## config.mk

```make
export PLATFORM = sky130hd
export DESIGN_NAME = scanline_band_counter_top
export DESIGN_NICKNAME = d
export VERILOG_FILES = /design/src/sbc_pkg.sv /design/src/scanline_band_counter_top.sv
export SDC_FILE = /design/constraint.sdc
export NUM_CORES = 1
export LEC_CHECK = 0
export ABC_AREA = 1
export BUFFER_PORTS_ARGS = -buffer_cell sky130_fd_sc_hd__buf_2
export CAP_MARGIN = 5
export CORE_AREA = 2 2 141 143
export DETAILED_ROUTE_END_ITERATION = 10
export DIE_AREA = 0 0 143 145
export PLACE_DENSITY = 0.63
export SLEW_MARGIN = 20
export SYNTH_ARGS = -nofsm -noshare
export SYNTH_HDL_FRONTEND = slang
export SYNTH_SLANG_ARGS = --single-unit
```

## constraint.sdc

```tcl
create_clock -name clk -period 4.8 [get_ports clk]
set_input_delay 0.72 -clock clk [delete_from_list [all_inputs] [get_ports clk]]
set_output_delay 0.72 -clock clk [all_outputs]
set_load 0.01 [all_outputs]
```

## src/sbc_pkg.sv

```systemverilog
// ============================================================================
// Scanline band counter package
// Field widths, register indexes and saturation limits shared by the design.
// ============================================================================
package sbc_pkg;

    localparam int COLOR_W   = 8;
    localparam int IN_DATA_W = 24;
    localparam int OUT_DATA_W = 32;
    localparam int OUT_USER_W = 1;

    localparam int THRESH_W = 9;
    localparam int MIN_W    = 10;
    localparam int CFG_W    = 10;
    localparam int CFG_IDX_W = 1;

    localparam int RUN_W    = 10;
    localparam int REGION_W = 11;
    localparam int POS_W    = 10;
    localparam int SUM_W    = 10;

    localparam logic [CFG_IDX_W-1:0] REG_DARK_THRESHOLD = 1'd0;
    localparam logic [CFG_IDX_W-1:0] REG_MIN_RUN_WIDTH  = 1'd1;

    localparam logic [THRESH_W-1:0] THRESH_RESET = 9'd128;
    localparam logic [MIN_W-1:0]    MIN_RESET    = 10'd5;

    localparam logic [RUN_W-1:0]    RUN_MAX      = 10'd1023;
    localparam logic [REGION_W-1:0] REGION_MAX   = 11'd1025;
    localparam logic [REGION_W-1:0] REGION_RESET = 11'd1;
    localparam logic [REGION_W-1:0] REGION_START = 11'd2;
    localparam logic [REGION_W-1:0] REGION_END   = 11'd3;

    typedef struct packed {
        logic [COLOR_W-1:0] blue_level;
        logic [COLOR_W-1:0] green_level;
        logic [COLOR_W-1:0] red_level;
    } pixel_t;

endpackage

```

## src/scanline_band_counter_top.sv

```systemverilog
// ============================================================================
// Scanline band counter
// Thresholds each RGB pixel of a scanline and counts wide light/dark bands,
// reporting the band count and the start and end positions per line.
// ============================================================================
//
//  channel   direction  beat contents
//  s_*       in         tdata: red[7:0], green[15:8], blue[23:16]; tlast: line end
//  m_*       out        tdata: band_total, start_index, end_index; tuser: pair_found
//  cfg_*     in         index 0 dark_threshold, index 1 minimum run width
//
//  A pixel beat is taken every cycle while the input does not stall. It is
//  registered in the input register and updates the line state from there;
//  a line-end beat also loads the result register with the line's result.
//  Only a line-end pixel waits on the result register, and the input stalls
//  only while it waits. Reset clears the line state and loads the defaults.
//
module scanline_band_counter_top #(
    parameter int MAX_LINE_LENGTH = 1024
) (
    input  logic                           clk,
    input  logic                           rst_n,
    input  logic                           s_tvalid,
    output logic                           s_tready,
    // red_level, green_level, blue_level
    input  logic [sbc_pkg::IN_DATA_W-1:0]  s_tdata,
    input  logic                           s_tlast,
    output logic                           m_tvalid,
    input  logic                           m_tready,
    // band_total, start_index, end_index, zero fill
    output logic [sbc_pkg::OUT_DATA_W-1:0] m_tdata,
    // pair_found
    output logic [sbc_pkg::OUT_USER_W-1:0] m_tuser,
    input  logic                           cfg_we,
    input  logic [sbc_pkg::CFG_IDX_W-1:0]  cfg_index,
    input  logic [sbc_pkg::CFG_W-1:0]      cfg_data
);
    import sbc_pkg::*;

    localparam int PosMaxInt = (MAX_LINE_LENGTH - 1 < 1023) ? MAX_LINE_LENGTH - 1 : 1023;
    localparam logic [POS_W-1:0] PosMax = POS_W'(PosMaxInt);

    logic [THRESH_W-1:0] thresh_reg;
    logic [MIN_W-1:0]    min_width_reg;

    pixel_t pix_reg;
    logic   pix_last_reg;
    logic   pix_valid_reg;

    logic                dark_run_reg, dark_run_next;
    logic [RUN_W-1:0]    run_width_reg, run_width_next;
    logic [REGION_W-1:0] region_reg, region_next;
    logic [POS_W-1:0]    pos_reg, pos_next;
    logic [POS_W-1:0]    start_reg, start_next;
    logic [POS_W-1:0]    end_reg, end_next;

    logic                out_valid_reg;
    logic [REGION_W-1:0] out_count_reg;
    logic                out_pair_reg;
    logic [POS_W-1:0]    out_start_reg;
    logic [POS_W-1:0]    out_end_reg;

    logic                out_free;
    logic                pix_go;
    logic                emit;
    logic [SUM_W-1:0]    sum;
    logic [SUM_W:0]      thresh_x3;
    logic                dark;
    logic [REGION_W-1:0] region_upd;
    logic [POS_W-1:0]    start_upd;
    logic [POS_W-1:0]    end_upd;

    always_ff @(posedge clk or negedge rst_n)
    begin
        if (!rst_n)
        begin
            thresh_reg    <= THRESH_RESET;
            min_width_reg <= MIN_RESET;
        end
        else if (cfg_we)
        begin
            if (cfg_index == REG_DARK_THRESHOLD)
            begin
                thresh_reg <= cfg_data[THRESH_W-1:0];
            end
            if (cfg_index == REG_MIN_RUN_WIDTH)
            begin
                min_width_reg <= cfg_data[MIN_W-1:0];
            end
        end
    end

    assign out_free = !out_valid_reg || m_tready;
    assign pix_go   = pix_valid_reg && (!pix_last_reg || out_free);
    assign emit     = pix_valid_reg && pix_last_reg && out_free;
    assign s_tready = !pix_valid_reg || pix_go;

    always_ff @(posedge clk or negedge rst_n)
    begin
        if (!rst_n)
        begin
            pix_valid_reg <= 1'b0;
        end
        else if (s_tready)
        begin
            pix_valid_reg <= s_tvalid;
        end
    end

    always_ff @(posedge clk)
    begin
        if (s_tready && s_tvalid)
        begin
            pix_reg      <= pixel_t'(s_tdata);
            pix_last_reg <= s_tlast;
        end
    end

    // gray < T is the same as r + g + b < 3 * T for the truncated average.
    assign sum = SUM_W'(pix_reg.red_level) + SUM_W'(pix_reg.green_level)
               + SUM_W'(pix_reg.blue_level);
    assign thresh_x3 = (SUM_W+1)'(thresh_reg) + {1'b0, thresh_reg, 1'b0};
    assign dark = ({1'b0, sum} < thresh_x3);

    always_comb
    begin
        region_upd = region_reg;
        start_upd  = start_reg;
        end_upd    = end_reg;
        dark_run_next  = dark_run_reg;
        run_width_next = run_width_reg;
        if (dark == dark_run_reg)
        begin
            if (run_width_reg < RUN_MAX)
            begin
                run_width_next = run_width_reg + 1'b1;
            end
        end
        else
        begin
            dark_run_next  = dark;
            run_width_next = '0;
            if (run_width_reg > min_width_reg && region_reg < REGION_MAX)
            begin
                region_upd = region_reg + 1'b1;
            end
            if (region_upd == REGION_START)
            begin
                start_upd = pos_reg;
            end
            if (region_upd >= REGION_END)
            begin
                end_upd = pos_reg;
            end
        end

        region_next = region_upd;
        start_next  = start_upd;
        end_next    = end_upd;
        pos_next    = pos_reg;
        if (pix_last_reg)
        begin
            dark_run_next  = 1'b0;
            run_width_next = '0;
            region_next    = REGION_RESET;
            pos_next       = '0;
            start_next     = '0;
            end_next       = '0;
        end
        else if (pos_reg < PosMax)
        begin
            pos_next = pos_reg + 1'b1;
        end
    end

    always_ff @(posedge clk or negedge rst_n)
    begin
        if (!rst_n)
        begin
            dark_run_reg  <= 1'b0;
            run_width_reg <= '0;
            region_reg    <= REGION_RESET;
            pos_reg       <= '0;
            start_reg     <= '0;
            end_reg       <= '0;
        end
        else if (pix_go)
        begin
            dark_run_reg  <= dark_run_next;
            run_width_reg <= run_width_next;
            region_reg    <= region_next;
            pos_reg       <= pos_next;
            start_reg     <= start_next;
            end_reg       <= end_next;
        end
    end

    always_ff @(posedge clk or negedge rst_n)
    begin
        if (!rst_n)
        begin
            out_valid_reg <= 1'b0;
        end
        else if (out_free)
        begin
            out_valid_reg <= emit;
        end
    end

    always_ff @(posedge clk)
    begin
        if (emit)
        begin
            out_count_reg <= region_upd - REGION_START;
            out_pair_reg  <= (region_upd >= REGION_END);
            out_start_reg <= start_upd;
            out_end_reg   <= end_upd;
        end
    end

    assign m_tvalid = out_valid_reg;
    assign m_tdata  = {1'b0, out_end_reg, out_start_reg, out_count_reg};
    assign m_tuser  = out_pair_reg;

endmodule
```

==> report_table.html <==
<table>
<tr><th>Metric</th><th>Value</th></tr>
<tr><th colspan="2">Status</th></tr>
<tr><td>Run status</td><td>complete, no violations</td></tr>
<tr><th colspan="2">Yosys</th></tr>
<tr><td>Top post-synthesis cells by area</td><td>dfrtp_1, edfxtp_1, nand2_1</td></tr>
<tr><td>Count of mapped cells out of synthesis</td><td>867</td></tr>
<tr><td>Most frequently used cell type in the post-synthesis netlist</td><td>nand2_1</td></tr>
<tr><td>Top cells by instance count after synthesis</td><td>nand2_1, inv_1, dfrtp_1</td></tr>
<tr><td>Count of synthesis-stage warnings from yosys</td><td>0</td></tr>
<tr><td>Number of enable-type register cells in the synthesized netlist</td><td>57</td></tr>
<tr><td>Most common flop cell mapped by yosys</td><td>dfrtp_1</td></tr>
<tr><td>Post-synthesis cell area</td><td>7580 um2</td></tr>
<tr><td>Area share of the largest cell type after synthesis</td><td>0.228</td></tr>
<tr><td>Flip-flop and latch count after synthesis</td><td>130</td></tr>
<tr><td>Post-synth net total</td><td>956</td></tr>
<tr><td>Share of synthesized area occupied by flip-flops and latches</td><td>0.467</td></tr>
<tr><td>Area leader, netlist</td><td>dfrtp_1</td></tr>
<tr><td>Post-synthesis cell type count</td><td>44</td></tr>
<tr><td>Post-synthesis average cell area</td><td>8.74 um2</td></tr>
<tr><td>Share of flip-flops with an asynchronous set or reset after synthesis</td><td>0.562</td></tr>
<tr><th colspan="2">Detailed routing</th></tr>
<tr><td>Detailed-route wire length per cell</td><td>13.0 um</td></tr>
<tr><td>Overall routed net length</td><td>15.9 mm</td></tr>
<tr><td>Drt initial violations</td><td>356</td></tr>
<tr><td>Remaining routing DRC violations</td><td>0</td></tr>
<tr><td>Count of vias placed by the detailed router</td><td>5,691</td></tr>
<tr><td>Post-DRT Antenna Nets</td><td>0</td></tr>
<tr><td>Vias per cell</td><td>4.66</td></tr>
<tr><td>Number of optimization iterations in the first detailed-route pass</td><td>5</td></tr>
<tr><th colspan="2">Clocking</th></tr>
<tr><td>Number of clock buffers inserted by TritonCTS</td><td>17</td></tr>
<tr><td>Clock edge transition at the registers on the reported setup and hold paths</td><td>60 ps</td></tr>
<tr><td>CTS H-tree depth</td><td>4</td></tr>
<tr><td>CTS Hold Bufs</td><td>0</td></tr>
<tr><td># clock sinks</td><td>130</td></tr>
<tr><td>Clock Path Buffers</td><td>2</td></tr>
<tr><td>Clock tree from TritonCTS</td><td>done</td></tr>
<tr><td>Clock latency of the later-clocked register in the worst-skew pair</td><td>410 ps</td></tr>
<tr><td>Buffer cell driving the clock tree root</td><td>clkbuf_16</td></tr>
<tr><th colspan="2">Cells and area</th></tr>
<tr><td>Number of inserted diodes</td><td>0</td></tr>
<tr><td>Post-Layout Cell Count</td><td>1,222</td></tr>
<tr><td>Number of flip-flops under the largest register name</td><td>24</td></tr>
<tr><td>Growth of design area from synthesis to finish</td><td>16.1%</td></tr>
<tr><td>Share of the core filled with cells</td><td>0.458</td></tr>
<tr><td>Share of cells above drive strength 1</td><td>0.173</td></tr>
<tr><td>Net count reported at finish</td><td>1,033</td></tr>
<tr><th colspan="2">Timing</th></tr>
<tr><td>Count of final hold-check violations</td><td>0</td></tr>
<tr><td>Max-slew headroom at the worst pin</td><td>0.333</td></tr>
<tr><td>Maximum clock frequency</td><td>234 MHz</td></tr>
<tr><td>Post-layout minimum cycle time</td><td>4270 ps</td></tr>
<tr><td>Final TNS setup</td><td>0 ps</td></tr>
<tr><td>Worst hold-check slack</td><td>441 ps</td></tr>
<tr><td>Finish-stage setup viols</td><td>0</td></tr>
<tr><td>Slew @ Worst Pin</td><td>999 ps</td></tr>
<tr><td>Number of slew-limit violations in the final report</td><td>0</td></tr>
<tr><td>Unrepaired setup endpoints after global routing</td><td>false</td></tr>
<tr><td>Tcrit/Tclk final</td><td>0.889</td></tr>
<tr><td>Final setup skew</td><td>6.99 ps</td></tr>
<tr><th colspan="2">Worst setup path</th></tr>
<tr><td>Reg-to-Reg End</td><td>out_count_reg[10]</td></tr>
<tr><td>Worst Reg2Reg Path Length in Cells</td><td>27</td></tr>
<tr><td>Crit end category</td><td>register</td></tr>
<tr><td>Slowest stage cell on the critical path</td><td>fa_1</td></tr>
<tr><td>Worst setup path category</td><td>register to register</td></tr>
<tr><td>Beginning of the worst register-to-register path</td><td>pix_reg[3]</td></tr>
<tr><td>Required time worst endpoint</td><td>4970 ps</td></tr>
<tr><td>Highest net fanout along the worst path</td><td>23</td></tr>
<tr><td>Critical Path Max Stage Delay</td><td>500 ps</td></tr>
<tr><td>Worst path arrival time</td><td>4430 ps</td></tr>
<tr><td>Cell repeated most along the worst path</td><td>nand2_1</td></tr>
<tr><td>End of the critical path</td><td>out_count_reg[10]</td></tr>
<tr><td>Critical Path Source</td><td>pix_reg[3]</td></tr>
<tr><td>Critical path launch point type</td><td>register</td></tr>
<tr><td>Setup slack of the most critical reg-to-reg path</td><td>530 ps</td></tr>
<tr><th colspan="2">Floorplan</th></tr>
<tr><td>Area of the die</td><td>20,700 um2</td></tr>
<tr><td>Die width</td><td>143 um</td></tr>
<tr><td>Initial core utilization</td><td>0.395</td></tr>
<tr><td>Number of standard-cell rows in the floorplan</td><td>51</td></tr>
<tr><td>I/O Pins</td><td>76</td></tr>
<tr><td>Chip height</td><td>145 um</td></tr>
<tr><td>Area of the core</td><td>19,200 um2</td></tr>
<tr><th colspan="2">Place</th></tr>
<tr><td>Port-buffer cells</td><td>74</td></tr>
<tr><td>Placed wire-length estimate after detailed placement</td><td>11.5 mm</td></tr>
<tr><td>GPL Wtd Cong</td><td>0.897</td></tr>
<tr><td>DP Cell Count</td><td>1,189</td></tr>
<tr><th colspan="2">Run</th></tr>
<tr><td>Maximum capacitance violations</td><td>0</td></tr>
<tr><th colspan="2">GRT</th></tr>
<tr><td>Initial antenna violation count</td><td>0</td></tr>
<tr><td>Pin count of the biggest net entering global routing</td><td>74</td></tr>
<tr><td>Number of global-route vias before repair</td><td>5,747</td></tr>
<tr><td>Total routing usage reported by global routing</td><td>0.168</td></tr>
<tr><td>First-pass GRT wire length</td><td>27.8 mm</td></tr>
<tr><td>Total overflow reported by the global router</td><td>0</td></tr>
<tr><th colspan="2">Worst hold path</th></tr>
<tr><td>HP Class</td><td>input pin to asynchronous set/reset pin</td></tr>
<tr><th colspan="2">Power</th></tr>
<tr><td>Total power</td><td>4.78 mW</td></tr>
<tr><td>Peak supply drop</td><td>319 uV</td></tr>
<tr><td>P per Cell Area</td><td>543 nW/um2</td></tr>
<tr><td>Static power due to leakage</td><td>4.28 nW</td></tr>
</table>
[stage by stage]
| stage | worst slack [ps] | area [um2] |
|---|---|---|
| floorplan | 891 | 7580 |
| global placement | 428 | 8180 |
| detailed placement | 379 | 8180 |
| CTS | 353 | 8770 |
| global route | 28.4 | 8800 |
| finish | 535 | 8800 |
[layout by cell type, fill, tap and decap left out, types with 4 or more instances in the layout]
master	netlist	layout
edfxtp_1	57	57
clkbuf_1	7	4
inv_1	138	138
nor3_1	13	13
dfrtp_1	69	69
fa_1	10	10
ha_1	38	38
nand4_1	6	6
nor2_1	41	39
o21ai_2	8	8
buf_4	4	4
o21ai_1	3	5
o22ai_1	11	11
nand2_2	13	13
dfstp_2	4	4
clkbuf_16	0	18
nand3_1	67	67
nand2_1	218	218
a21oi_1	21	21
a31oi_1	4	4
buf_2	3	73
nand3_2	13	13
o21ai_0	40	38
inv_2	5	5
nor2_4	4	5
xnor2_1	6	6
and2_1	10	10
xor2_1	21	21
[area by class of cell]
class / count / area (um2)
Inverter: 144 / 546
Tap cell: 265 / 332
Clock inverter: 8 / 100
Multi-Input combinational cell: 573 / 3370
Sequential cell: 130 / 3540
Fill cell: 1890 / 10400
Clock buffer: 24 / 493
Timing Repair Buffer: 78 / 415
[worst min path at each step]
| stage | endpoint | from | depth (start not counted) | slack, ps |
|---|---|---|---|---|
| 6_report | start_reg[8] | rst_n | 1 | 440 |
| 5_1_grt | pix_reg[12] | s_tdata[12] | 1 | 460 |
| 4_1_cts | pos_reg[2] | pos_reg[2] | 1 | 450 |
| 3_5_place_dp | pos_reg[2] | pos_reg[2] | 1 | 450 |
| 3_3_place_gp | pos_reg[2] | pos_reg[2] | 1 | 440 |
| 2_1_floorplan | dark_run_reg | rst_n | 0 | 420 |
[logic make-up (layout without fill, tap and decap cells)]
group                      count (synthesis)  after routing  share of synthesized area
AOI/OAI and AO/OA                         98             98                     0.0753
xor gates and xnor gates                  27             27                     0.0312
adders and majority gates                 48             48                     0.0891
buffers and inverters                    164            254                     0.0903
DFF                                      130            130                      0.467
other                                      1              1                   0.000495
and+or+nand+nor                          399            399                      0.246
[report_power, final]
| group | switching (mW) | internal [mW] | total (mW) | leakage [nW] |
|---|---|---|---|---|
| Clock | 0.471 | 0.823 | 1.29 | 0.290 |
| Sequential | 0.114 | 1.43 | 1.55 | 1.50 |
| Combinational | 1.24 | 0.693 | 1.93 | 2.49 |
[layer usage]
layer	part of all wire	vias up	track usage
li1	-	2949	-
met1	0.48	2622	0.223
met2	0.46	103	0.270
met3	0.044	17	0.0376
met4	0.015	0	0.0579
met5	0	-	0
[worst max-delay path: cells and delay by family, from the launching register on]
| family | cells | cell delay (ps) |
|---|---|---|
| AOI/OAI and AO/OA | 3 | 460 |
| xor gates and xnor gates | 1 | 140 |
| adders and majority gates | 3 | 1160 |
| buffers and inverters | 1 | 40 |
| DFF | 1 | 390 |
| and+or+nand+nor | 19 | 1830 |
[what timing repair did]
action,4_1_cts,5_1_grt
endpoints found under the hold margin,0,0
resized for setup,0,2
setup buffers,0,1
setup endpoints to repair,0,26
Note: power is estimated with default switching activity, not from simulation.
